==> src/rtl/core/lagrange_interpolation_eval_assert.svh <==
// Assertion macros for the interpolation core
`ifndef LAGRANGE_INTERPOLATION_EVAL_ASSERT_SVH
`define LAGRANGE_INTERPOLATION_EVAL_ASSERT_SVH

// Check that a condition implies a consequence in the same cycle
`define LIE_ASSERT_IMP(lbl, clk, rstn, cond, cons) \
  lbl: assert property (@(posedge clk) disable iff (!rstn) (cond) |-> (cons)) \
    else $error("assertion failed");

// Check that a condition implies a consequence in the next cycle
`define LIE_ASSERT_NEXT(lbl, clk, rstn, cond, cons) \
  lbl: assert property (@(posedge clk) disable iff (!rstn) (cond) |=> (cons)) \
    else $error("assertion failed");

`endif

==> src/rtl/core/lie_pkg.sv <==
// ----------------------------------------------------------------------------
// lie_pkg
// Shared types and constants of the Lagrange interpolation evaluator.
// ----------------------------------------------------------------------------
package lie_pkg;

  localparam int unsigned MaxNodesDefault = 8;
  localparam int unsigned FracBitsDefault = 16;
  localparam int unsigned CountW          = 4;
  localparam logic [3:0]  CountReset      = 4'd7;

  localparam logic [1:0] StatusOk  = 2'd0;
  localparam logic [1:0] StatusOvf = 2'd1;
  localparam logic [1:0] StatusDup = 2'd2;

  localparam logic ModeLoad = 1'b0;
  localparam logic ModeEval = 1'b1;

  typedef enum logic [3:0] {
    StIdle,
    StDupRd,
    StDupCmp,
    StTermRd,
    StPairRd,
    StDivInit,
    StDiv,
    StDivSat,
    StMulP,
    StMulY,
    StAcc,
    StDone
  } state_e;

endpackage

==> src/rtl/core/lagrange_interpolation_eval.sv <==
// ----------------------------------------------------------------------------
// lagrange_interpolation_eval
// Lagrange polynomial evaluation over stored nodes, signed fixed point.
// ----------------------------------------------------------------------------
// channel   | direction | handshake          | payload
// command   | in        | start_i / busy_o   | mode, node_index, x, y, point
// result    | out       | result_valid_o     | interp_value, status
// config    | in        | cfg_valid_i/ready  | node_count
//
// A load is taken while idle and busy_o stays low. An evaluate holds busy_o
// high while it runs; its divisions go through the one shared restoring divider
// (DW = 33 + FRAC_BITS dividend bits) that produces one quotient bit per cycle;
// the result strobe comes in the same cycle that busy_o falls.
// Node tables are not reset; the node count resets to 7.
// The result strobe lasts one cycle; the receiver cannot stall.
module lagrange_interpolation_eval #(
  parameter int unsigned MAX_NODES = lie_pkg::MaxNodesDefault,
  parameter int unsigned FRAC_BITS = lie_pkg::FracBitsDefault
) (
  input  logic                     clk_i,
  input  logic                     rst_ni,
  input  logic                     start_i,
  output logic                     busy_o,
  input  logic                     mode_i,
  input  logic [2:0]               node_index_i,
  input  logic signed [31:0]       node_x_value_i,
  input  logic signed [31:0]       node_y_value_i,
  input  logic signed [31:0]       eval_point_i,
  input  logic                     cfg_valid_i,
  output logic                     cfg_ready_o,
  input  logic [lie_pkg::CountW-1:0] cfg_data_i,
  output logic                     result_valid_o,
  output logic signed [31:0]       interp_value_o,
  output logic [1:0]               status_o
);

  localparam int unsigned IdxW = (MAX_NODES > 1) ? $clog2(MAX_NODES) : 1;
  localparam int unsigned CntW = $clog2(MAX_NODES + 1);
  // dividend magnitude width: |num| < 2^33, shifted by FRAC_BITS
  localparam int unsigned DW   = 33 + FRAC_BITS;
  localparam int unsigned DCW  = $clog2(DW + 1);
  localparam logic signed [63:0] QMax = 64'sd2147483647;
  localparam logic signed [63:0] QMin = -64'sd2147483648;

  logic signed [31:0] x_mem [MAX_NODES];
  logic signed [31:0] y_mem [MAX_NODES];

  lie_pkg::state_e state_q, state_d;
  logic [lie_pkg::CountW-1:0] count_q;
  logic [IdxW-1:0]  j_q, j_d, k_q, k_d;
  logic [CntW-1:0]  n_q;
  logic signed [31:0] pt_q, xj_q, xk_q, yj_q, rdx_q, rdy_q;
  logic signed [31:0] p_q, acc_q;
  logic [DW-1:0]    dvd_q, quo_q;
  logic [33:0]      dvs_q, rem_q;
  logic             neg_q, ovf_q, dup_q;
  logic [DCW-1:0]   dcnt_q;
  logic signed [63:0] prod_q;
  logic signed [31:0] q_q;
  logic             rd_en;
  logic [IdxW-1:0]  rd_addr;

  // ---------------- configuration ----------------
  assign cfg_ready_o = (state_q == lie_pkg::StIdle);

  always_ff @(posedge clk_i or negedge rst_ni) begin
    if (!rst_ni) begin
      count_q <= lie_pkg::CountReset;
    end else if (cfg_valid_i && cfg_ready_o) begin
      count_q <= cfg_data_i;
    end
  end

  // ---------------- node memory ----------------
  always_ff @(posedge clk_i) begin
    if (start_i && !busy_o && mode_i == lie_pkg::ModeLoad &&
        32'(node_index_i) < MAX_NODES) begin
      x_mem[IdxW'(node_index_i)] <= node_x_value_i;
      y_mem[IdxW'(node_index_i)] <= node_y_value_i;
    end
    if (rd_en) begin
      rdx_q <= x_mem[rd_addr];
      rdy_q <= y_mem[rd_addr];
    end
  end

  assign busy_o = (state_q != lie_pkg::StIdle);

  // ---------------- sequencer ----------------
  logic last_k, last_j, skip_k;
  assign last_k = (32'(k_q) + 1 >= 32'(n_q));
  assign last_j = (32'(j_q) + 1 >= 32'(n_q));

  always_comb begin
    state_d = state_q;
    j_d = j_q;
    k_d = k_q;
    rd_en = 1'b0;
    rd_addr = k_q;
    skip_k = 1'b0;
    unique case (state_q)
      lie_pkg::StIdle: begin
        if (start_i && mode_i == lie_pkg::ModeEval) begin
          state_d = lie_pkg::StDupRd;
          j_d = '0;
          k_d = '0;
        end
      end
      lie_pkg::StDupRd: begin
        rd_en = 1'b1;
        state_d = lie_pkg::StDupCmp;
      end
      lie_pkg::StDupCmp: begin
        // rdx_q holds node k; xj_q holds node j (captured at k == j)
        if (last_k) begin
          if (last_j) begin
            state_d = lie_pkg::StTermRd;
            j_d = '0;
            k_d = '0;
          end else begin
            j_d = j_q + 1'b1;
            k_d = '0;
            state_d = lie_pkg::StDupRd;
          end
        end else begin
          k_d = k_q + 1'b1;
          state_d = lie_pkg::StDupRd;
        end
        if (dup_q) state_d = lie_pkg::StDone;
      end
      lie_pkg::StTermRd: begin
        rd_en = 1'b1;
        rd_addr = j_q;
        state_d = lie_pkg::StPairRd;
      end
      lie_pkg::StPairRd: begin
        rd_en = 1'b1;
        if (k_q == j_q) begin
          skip_k = 1'b1;
          if (last_k) state_d = lie_pkg::StMulY;
          else k_d = k_q + 1'b1;
        end else begin
          state_d = lie_pkg::StDivInit;
        end
      end
      lie_pkg::StDivInit: state_d = lie_pkg::StDiv;
      lie_pkg::StDiv: if (dcnt_q == '0) state_d = lie_pkg::StDivSat;
      lie_pkg::StDivSat: state_d = lie_pkg::StMulP;
      lie_pkg::StMulP: begin
        if (last_k) state_d = lie_pkg::StMulY;
        else begin
          k_d = k_q + 1'b1;
          state_d = lie_pkg::StPairRd;
        end
      end
      lie_pkg::StMulY: state_d = lie_pkg::StAcc;
      lie_pkg::StAcc: begin
        if (last_j) state_d = lie_pkg::StDone;
        else begin
          j_d = j_q + 1'b1;
          k_d = '0;
          state_d = lie_pkg::StTermRd;
        end
      end
      lie_pkg::StDone: state_d = lie_pkg::StIdle;
      default: state_d = lie_pkg::StIdle;
    endcase
  end

  always_ff @(posedge clk_i or negedge rst_ni) begin
    if (!rst_ni) begin
      state_q <= lie_pkg::StIdle;
      j_q <= '0;
      k_q <= '0;
    end else begin
      state_q <= state_d;
      j_q <= j_d;
      k_q <= k_d;
    end
  end

  // ---------------- datapath ----------------
  logic signed [32:0] num_w, den_w;
  logic [34:0] rem_sh;
  logic signed [31:0] mul_a, mul_b;
  logic signed [63:0] mul_p, fl_p, sum_w;
  logic signed [DW:0] qs_w;

  assign num_w = 33'(pt_q) - 33'(rdx_q);
  assign den_w = 33'(xj_q) - 33'(rdx_q);
  assign rem_sh = {rem_q, dvd_q[DW-1]};
  assign fl_p = prod_q >>> FRAC_BITS;
  assign sum_w = 64'(acc_q) + fl_p;
  assign qs_w = neg_q ? -$signed({1'b0, quo_q}) : $signed({1'b0, quo_q});
  assign mul_a = (state_q == lie_pkg::StMulY) ? yj_q : p_q;
  assign mul_b = (state_q == lie_pkg::StMulY) ? p_q : q_q;
  assign mul_p = 64'(mul_a) * 64'(mul_b);

  always_ff @(posedge clk_i or negedge rst_ni) begin
    if (!rst_ni) begin
      result_valid_o <= 1'b0;
      dup_q <= 1'b0;
      ovf_q <= 1'b0;
      dcnt_q <= '0;
    end else begin
      result_valid_o <= 1'b0;
      unique case (state_q)
        lie_pkg::StIdle: begin
          pt_q <= eval_point_i;
          dup_q <= 1'b0;
          ovf_q <= 1'b0;
          acc_q <= '0;
          if (count_q == '0) n_q <= CntW'(1);
          else if (32'(count_q) > MAX_NODES) n_q <= CntW'(MAX_NODES);
          else n_q <= CntW'(count_q);
        end
        lie_pkg::StDupCmp: begin
          if (k_q == j_q) xj_q <= rdx_q;
          else if (k_q > j_q && rdx_q == xj_q) dup_q <= 1'b1;
        end
        lie_pkg::StPairRd: begin
          if (32'(k_q) == 0) begin
            xj_q <= rdx_q;
            yj_q <= rdy_q;
            p_q <= 32'(64'sd1 <<< FRAC_BITS);
          end
        end
        lie_pkg::StDivInit: begin
          // divide magnitudes, restoring, one bit a cycle
          dvd_q <= DW'(num_w[32] ? -num_w : num_w) << FRAC_BITS;
          dvs_q <= 34'(den_w[32] ? -den_w : den_w);
          neg_q <= num_w[32] ^ den_w[32];
          rem_q <= '0;
          quo_q <= '0;
          dcnt_q <= DCW'(DW);
        end
        lie_pkg::StDiv: begin
          if (dcnt_q != '0) begin
            if (rem_sh >= {1'b0, dvs_q}) rem_q <= 34'(rem_sh - {1'b0, dvs_q});
            else rem_q <= rem_sh[33:0];
            quo_q <= {quo_q[DW-2:0], (rem_sh >= {1'b0, dvs_q})};
            dvd_q <= dvd_q << 1;
            dcnt_q <= dcnt_q - 1'b1;
          end
        end
        lie_pkg::StDivSat: begin
          if (qs_w > (DW+1)'(QMax)) begin
            q_q <= 32'(QMax);
            ovf_q <= 1'b1;
          end else if (qs_w < (DW+1)'(QMin)) begin
            q_q <= 32'(QMin);
            ovf_q <= 1'b1;
          end else q_q <= 32'(qs_w);
          prod_q <= '0;
        end
        lie_pkg::StMulP: begin
          p_q <= (mul_p >>> FRAC_BITS) > QMax ? 32'(QMax) :
                 (mul_p >>> FRAC_BITS) < QMin ? 32'(QMin) :
                 32'(mul_p >>> FRAC_BITS);
          if ((mul_p >>> FRAC_BITS) > QMax || (mul_p >>> FRAC_BITS) < QMin)
            ovf_q <= 1'b1;
        end
        lie_pkg::StMulY: prod_q <= mul_p;
        lie_pkg::StAcc: begin
          if (fl_p > QMax || fl_p < QMin) begin
            ovf_q <= 1'b1;
            if ((fl_p > QMax ? QMax : QMin) + 64'(acc_q) > QMax) acc_q <= 32'(QMax);
            else if ((fl_p > QMax ? QMax : QMin) + 64'(acc_q) < QMin)
              acc_q <= 32'(QMin);
            else acc_q <= 32'((fl_p > QMax ? QMax : QMin) + 64'(acc_q));
          end else if (sum_w > QMax) begin
            acc_q <= 32'(QMax);
            ovf_q <= 1'b1;
          end else if (sum_w < QMin) begin
            acc_q <= 32'(QMin);
            ovf_q <= 1'b1;
          end else acc_q <= 32'(sum_w);
        end
        lie_pkg::StDone: begin
          result_valid_o <= 1'b1;
          interp_value_o <= dup_q ? '0 : acc_q;
          status_o <= dup_q ? lie_pkg::StatusDup :
                      (ovf_q ? lie_pkg::StatusOvf : lie_pkg::StatusOk);
        end
        default: ;
      endcase
    end
  end

  `include "lagrange_interpolation_eval_assert.svh"

  `LIE_ASSERT_NEXT(a_done_strobe, clk_i, rst_ni,
                   state_q == lie_pkg::StDone, result_valid_o)
  `LIE_ASSERT_IMP(a_strobe_idle, clk_i, rst_ni, result_valid_o, !busy_o)
  `LIE_ASSERT_IMP(a_cfg_idle, clk_i, rst_ni, cfg_ready_o, !busy_o)
  `LIE_ASSERT_NEXT(a_load_nores, clk_i, rst_ni,
                   start_i && !busy_o && mode_i == lie_pkg::ModeLoad, !busy_o)

endmodule

==> config.mk <==
export PLATFORM = sky130hd
export DESIGN_NAME = lagrange_interpolation_eval
export DESIGN_NICKNAME = d
export VERILOG_FILES = /design/src/rtl/core/lie_pkg.sv /design/src/rtl/core/lagrange_interpolation_eval.sv
export VERILOG_INCLUDE_DIRS = /design/src /design/src/rtl/core
export SDC_FILE = /design/constraint.sdc
export NUM_CORES = 2
export LEC_CHECK = 0
export BUFFER_PORTS_ARGS = -buffer_cell sky130_fd_sc_hd__buf_2
export CORE_MARGIN = 10
export CORE_UTILIZATION = 42
export CTS_BUF_LIST = sky130_fd_sc_hd__clkbuf_4
export DETAILED_ROUTE_END_ITERATION = 12
export GPL_TIMING_DRIVEN = 0
export PLACE_DENSITY = 0.65
export SETUP_SLACK_MARGIN = 0.15
export SLEW_MARGIN = 10
export SYNTH_ARGS = -nofsm -noshare
export SYNTH_HDL_FRONTEND = slang
export SYNTH_SLANG_ARGS = --single-unit
export TNS_END_PERCENT = 10
==> constraint.sdc <==
create_clock -name clk_i -period 15.2 [get_ports clk_i]
set_input_delay 0 -clock clk_i [delete_from_list [all_inputs] [get_ports clk_i]]
set_output_delay 0 -clock clk_i [all_outputs]
set_load 0.01 [all_outputs]
* Yosys cells after proc, flatten, opt, wreduce, memory -nomap -nowiden *
Memory sizes are Yosys's and may differ from the RTL's. A register that Yosys moved wholly into a read port is not among the register bits.
Cells that the tools add are included.

storage, ports and cells
  output and inout bits = 37
  memories = 2
  bits in writable memories = 512
  input bits = 108
  flip-flop bits (word level) = 484

memories
  name   words  width  rd ports  clocked after Yosys merged registers in  wr ports  line                               text
  x_mem  8      32     1         1                                        1         lagrange_interpolation_eval.sv:45  logic signed [31:0] x_mem [MAX_NODES];
  y_mem  8      32     1         1                                        1         lagrange_interpolation_eval.sv:46  logic signed [31:0] y_mem [MAX_NODES];

cells by class
  equality and inequality tests = 27
  reductions and logical operators = 41
  magnitude comparators = 15
  multipliers = 1
  bitwise operators = 2
  add/subtract/negate cells = 13
  multiplexer cells = 67

operator list
  cell                                                             count
  2-to-1 mux 32 bit                                                14
  case mux 49 bit (2 select lines)                                 2
  case mux 32 bit (2 select lines)                                 3
  case mux 64 bit (2 select lines)                                 1
  2-to-1 mux 49 bit                                                2
  greater-than comparator 48 x 32 -> 1 bit, second input constant  2
  less-than comparator 48 x 32 -> 1 bit, second input constant     2
  2-to-1 mux 34 bit                                                2
  case mux 34 bit (2 select lines)                                 1
  subtractor 32 x 32 -> 33 bit                                     2
  adder 64 x 32 -> 64 bit                                          1
  greater-than comparator 64 x 32 -> 1 bit, second input constant  1
  less-than comparator 64 x 32 -> 1 bit, second input constant     1
  multiplier 32 x 32 -> 64 bit                                     1
  2-to-1 mux 64 bit                                                1
  greater-than comparator 50 x 32 -> 1 bit, second input constant  1
  less-than comparator 50 x 32 -> 1 bit, second input constant     1
  2-to-1 mux 50 bit                                                1
  negation 49 -> 50 bit                                            1
  adder 32 x 48 -> 49 bit                                          1
  greater-than comparator 49 x 32 -> 1 bit, second input constant  1
  less-than comparator 49 x 32 -> 1 bit, second input constant     1
  case mux 4 bit (11 select lines)                                 1
  2-to-1 mux 4 bit                                                 9
  48 further kinds                                                 113

* Logic depth before layout (Yosys ltp) *
  word-level depth = 8
  mapped depth = 41
  depth with buffers taken out = 34

* Worst setup path before layout *
Ideal clock, no wire load.

  kind = reg2reg
  start = reg state_q[2]
  end = reg p_q[0], data pin
  slack = 3.868 ns
  cell stages (with the launch flop) = 39
  clock period less this slack = 11.332 ns
  path buffers = 7
  arrival time = 11.062 ns
  cells stage by stage = dfrtp_1 -> buf_6 -> nor4bb_1 -> buf_2 -> clkbuf_1 -> buf_1 -> mux2i_1 -> clkbuf_1 -> nor2_1 -> ha_1 -> inv_1 -> fa_1 -> inv_1 -> fa_1 -> inv_1 -> fa_1 -> inv_1 -> fa_1 -> [... 3 more ...] -> fa_1 -> inv_1 -> ha_1 -> clkbuf_1 -> nand4_1 -> nor3_1 -> nand4_1 -> nor3_1 -> a2111o_1 -> a2111oi_0 -> xor2_1 -> nand3_1 -> a211oi_1 -> nand3_1 -> o41a_1 -> nand2_1 -> clkbuf_1 -> o21ai_0

between the ends
  word-level cells in the longest chain between the ends = 7
  elaborated cells between the ends (all ways) = 11
  classes of those cells = mul: 1; order compare: 2; eq/ne: 3; mux: 5

RTL lines
  what                                         line                                                                    text
  start, declared                              lagrange_interpolation_eval.sv:48                                       lie_pkg::state_e state_q, state_d;
  start signal, assigned                       lagrange_interpolation_eval.sv:172                                      state_q <= lie_pkg::StIdle;
  start signal, assigned                       lagrange_interpolation_eval.sv:176                                      state_q <= state_d;
  == test 4 bit                                lagrange_interpolation_eval.sv:195, lagrange_interpolation_eval.sv:196
  2-to-1 mux 32 bit, on equally long branches  lagrange_interpolation_eval.sv:195, lagrange_interpolation_eval.sv:196
  multiplier 32 x 32 -> 64 bit                 lagrange_interpolation_eval.sv:197                                      assign mul_p = 64'(mul_a) * 64'(mul_b);
  less-than comparator 48 x 32 -> 1 bit        lagrange_interpolation_eval.sv:258                                      (mul_p >>> FRAC_BITS) < QMin ? 32'(QMin) :
  2-to-1 mux 32 bit                            lagrange_interpolation_eval.sv:258
  2-to-1 mux 32 bit                            lagrange_interpolation_eval.sv:257                                      p_q <= (mul_p >>> FRAC_BITS) > QMax ? 32'(QMax) :
  case mux 32 bit (2 select lines) *           lagrange_interpolation_eval.sv:207                                      unique case (state_q)
  end signal, assigned                         lagrange_interpolation_eval.sv:225                                      p_q <= 32'(64'sd1 <<< FRAC_BITS);
  end signal, assigned                         lagrange_interpolation_eval.sv:257
  end, declared                                lagrange_interpolation_eval.sv:53                                       logic signed [31:0] p_q, acc_q;

Every way passes the cells marked *; elsewhere a longest branch is shown, timed or not.
A chain may end at the register's enable or synchronous reset.

* Worst setup path after layout *
  start = reg state_q[2]
  end = reg p_q[3], data pin

Same word-level chain as after synthesis.

==> flow_summary_export.csv <==
group,metric,value,unit
critical_path,worst-endpoint-arrival,15420,ps
clock_network,root_buffer,"clkbuf_4",
final_layout,area_growth,13.5,%
synthesis,synthArstFlopShare,2.24,%
detailed_routing,wl,293,mm
synthesis,synth_edf_count,1005,
die,core,207000,sq um
detailed_routing,first_pass_iters,8,
synthesis,netlist_instances,8034,
global_routing,grt_pass1_vias,67000,
final_layout,nets,10400,
die,rows,167,
critical_path,slowest_delay,990,ps
critical_path,start_kind,"register",
critical_path,crit_top_cell,"fa_1",
clock_network,clock_sinks,1028,
sta,drv_slew,0,
clock_network,cts_tree,"yes",
critical_path,cp_slowest_cell,"mux2i_2",
clock_network,cts_max_path_buffers,4,
run_status,status,"finished clean",
synthesis,synth.top_cell.area_share,34.6,%
synthesis,synth_area_leader_cell,"edfxtp_1",
detailed_routing,drc,0,
sta,finalSetupViolations,0,
die,ioPinCount,145,
placed_design,portBuffers,144,
global_routing,grt_overflow,0,
synthesis,ys_types,110,
placed_design,routabilityCongestion,1.13,
critical_path,cp_top_family,"adder cells",
critical_path,cp.required,16190,ps
synthesis,synth-seq-cells,1028,
placed_design,dp_slack,-779,ps
sta,rsz0062_at_grt,"no",
sta,period_share,95.0,%
clock_network,path_clk_slew,80,ps
sta,period_needed,14430,ps
critical_path,cp-end-kind,"register",
detailed_routing,ant_nets,0,
placed_design,dpl.hpwl,233,mm
die,die-area,227000,sq um
synthesis,syn_area,87300,sq um
critical_path,path_class,"register to register",
sta,worst_pin_slew,1350,ps
global_routing,antenna_found_initial,35,
clock_network,htreeDepth,5,
clock_network,clk_latency,1320,ps
die,die_height,476,microns
critical_path,path_buf_inv,10,
critical_path,path_max_fanout,10,
synthesis,avgSynthCellArea,10.9,sq um
global_routing,grt_use_total,25.9,%
synthesis,synth_top_flop_cell,"edfxtp_1",
sta,clock.fmax,0.0693,GHz
hold_path,hold_path_class,"primary input to register",
sta,fin_worst_skew,140,ps
job,maxCapViolCount,0,
synthesis,ys_seq_area_share,35.2,%
sta,relSlewSlack,7.18,%
global_routing,grt_pass1_wl,435,mm
detailed_routing,vias,65100,
die,die_x,476,microns
final_layout,final_layout_size_suffix_gt1_share,11.0,%
clock_network,cts-buffers-inserted,287,
synthesis,syn_nets,9606,
sta,final.setup.worst_slack,767,ps
synthesis,synthTopCellsByArea,"edfxtp_1 (35%), fa_1 (25%), inv_1 (5.4%), ha_1 (5.4%), nand2_1 (4.1%)",
detailed_routing,vias_per_cell,5.52,
global_routing,grt_max_degree,38,
detailed_routing,wl_per_cell,24.9,microns
sta,fin_tns_setup,0,ps
synthesis,ys_warn_count,0,
sta,hold_viol,0,
die,start_util,42.2,%
detailed_routing,first_iter_violations,6214,
==> timing repair <==
item,CTS,global route
resized for setup,7,14
hold endpoints to repair,1206,0
pin swaps,0,2
endpoints found under the setup margin,32,32
setup buffers,0,5
hold buffers,265,0
==> per-stage QoR <==
step / std cells / util [%] / hold slack [ps] / area [sq um]
after global routing: 11800 / 47.9 / 93.1 / 99100
after detailed placement: 11000 / 44.9 / 68.6 / 93000
after CTS: 11800 / 47.8 / 1.65 / 99000
final: 11800 / 47.9 / 178 / 99100
after floorplan: 8034 / - / -296 / 87300
after global placement: 11000 / 44.2 / 53.4 / 91600
==> worst register-to-register path: cells and delay by family, from the launching register on <==
| kind | cells | cell delay [ps] |
|---|---|---|
| adders and majority gates | 9 | 5460 |
| buffers and inverters | 10 | 3120 |
| AOI/OAI and AO/OA | 5 | 2140 |
| and+or+nand+nor | 9 | 1800 |
| muxes | 1 | 990 |
| DFF | 1 | 370 |
| xor gates and xnor gates | 1 | 350 |
==> path summary, 6_finish.rpt <==
kind                                    startpoint           end  slack (ps)  depth (start not counted)
worst max-delay path                    state_q[2]        p_q[3]         770                         35
worst min-delay path            node_x_value_i[14]  x_mem[7][14]         180                          3
worst max register to register          state_q[2]        p_q[3]         770                         35
worst min register to register            rdy_q[7]       yj_q[7]         400                          0
max in group asynchronous                   rst_ni     dcnt_q[2]       14420                          5
min in group asynchronous                   rst_ni    count_q[3]         520                          5
==> layout make-up <==
cell class	instances	area [sq um]
antenna	18	45.0
buffer	339	1370
clock buffer	386	2900
clock inverter	76	407
fill	18800	108000
inverter	1260	4730
multi-input combinational	5407	50800
sequential	1028	30800
tap	2788	3490
timing repair buffer	487	4570
==> cells in the final DEF (no fill, tap or decap), drive strengths merged, types with 23 or more instances in the layout <==
cell type    synthesis  layout
mux2i               98      98
a21oi              288     288
fa                1087    1087
and2                35      35
mux2                74      74
xor2               130     130
mux4               128     128
nand4               61      61
nor2               810     810
nor4                31      31
o21a                23      23
nand2b              38      38
a31oi               35      35
clkinv               0      66
a21o               123     123
edfxtp            1005    1005
o21ai              260     260
o31ai               30      30
inv               1260    1266
nor2b               67      67
nand2              950     950
nand3               62      62
a211oi              64      64
and3                66      66
buf                 36     257
nor3                74      74
xnor2              191     191
dlygate4sd3          0     264
ha                 377     377
or3                 24      24
o21bai              36      36
clkbuf             303     691
==> cells in the mapped netlist (7+ instances only) <==
library cell	instances
dfrtp_1	20
a21o_1	123
o41ai_1	12
edfxtp_1	1005
nor2b_1	67
a32oi_1	7
a41oi_1	9
fa_1	1087
xnor2_1	191
a21oi_1	287
o211ai_1	18
a21boi_0	18
clkbuf_1	296
nand4_1	61
inv_1	1259
ha_1	377
nand3_1	62
a211o_1	11
o21a_1	23
o21bai_1	36
and3_1	64
nor2_1	810
xor2_1	129
and4_1	11
nand2_1	948
a211oi_1	63
a31oi_1	35
mux2i_1	98
o31ai_1	27
mux4_2	128
a31o_2	8
o21ai_0	254
and2_1	34
or3_1	23
nor3_1	73
buf_1	25
nand2b_1	38
or2_2	17
nor4_1	31
nand4b_1	8
mux2_2	73
or4_1	11
==> logic make-up (layout without fill, tap and decap cells) <==
kind of cell	Yosys count	in the layout	share of synthesized area, %
AND/OR/NAND/NOR	2299	2299	11.4
buffers and inverters	1599	2548	6.97
adder cells (fa/ha/maj)	1464	1464	30.3
flip-flops	1028	1028	35.2
AO/OA/AOI/OAI	1022	1022	7.44
XOR/XNOR	321	321	3.23
multiplexers	300	300	5.38
other	1	19	0.00429
==> state kept, by name, indices dropped and copies added, names as in the netlist, 33 cells and up <==
name	cells
dvs_q	34
quo_q	49
rem_q	34
y_mem	256
x_mem	256
prod_q	48
dvd_q	33
==> routing by layer <==
metal	part of all wire (%)	up-vias	global-route usage, %
li1	-	28400	-
met3	9.2	756	6.87
met5	0.057	-	0
met1	39	32900	33.0
met4	7.3	30	15.7
met2	44	3058	39.4
Power is not shown: default switching activity piles up to over one toggle a cycle in this logic, so the estimate is an artifact.
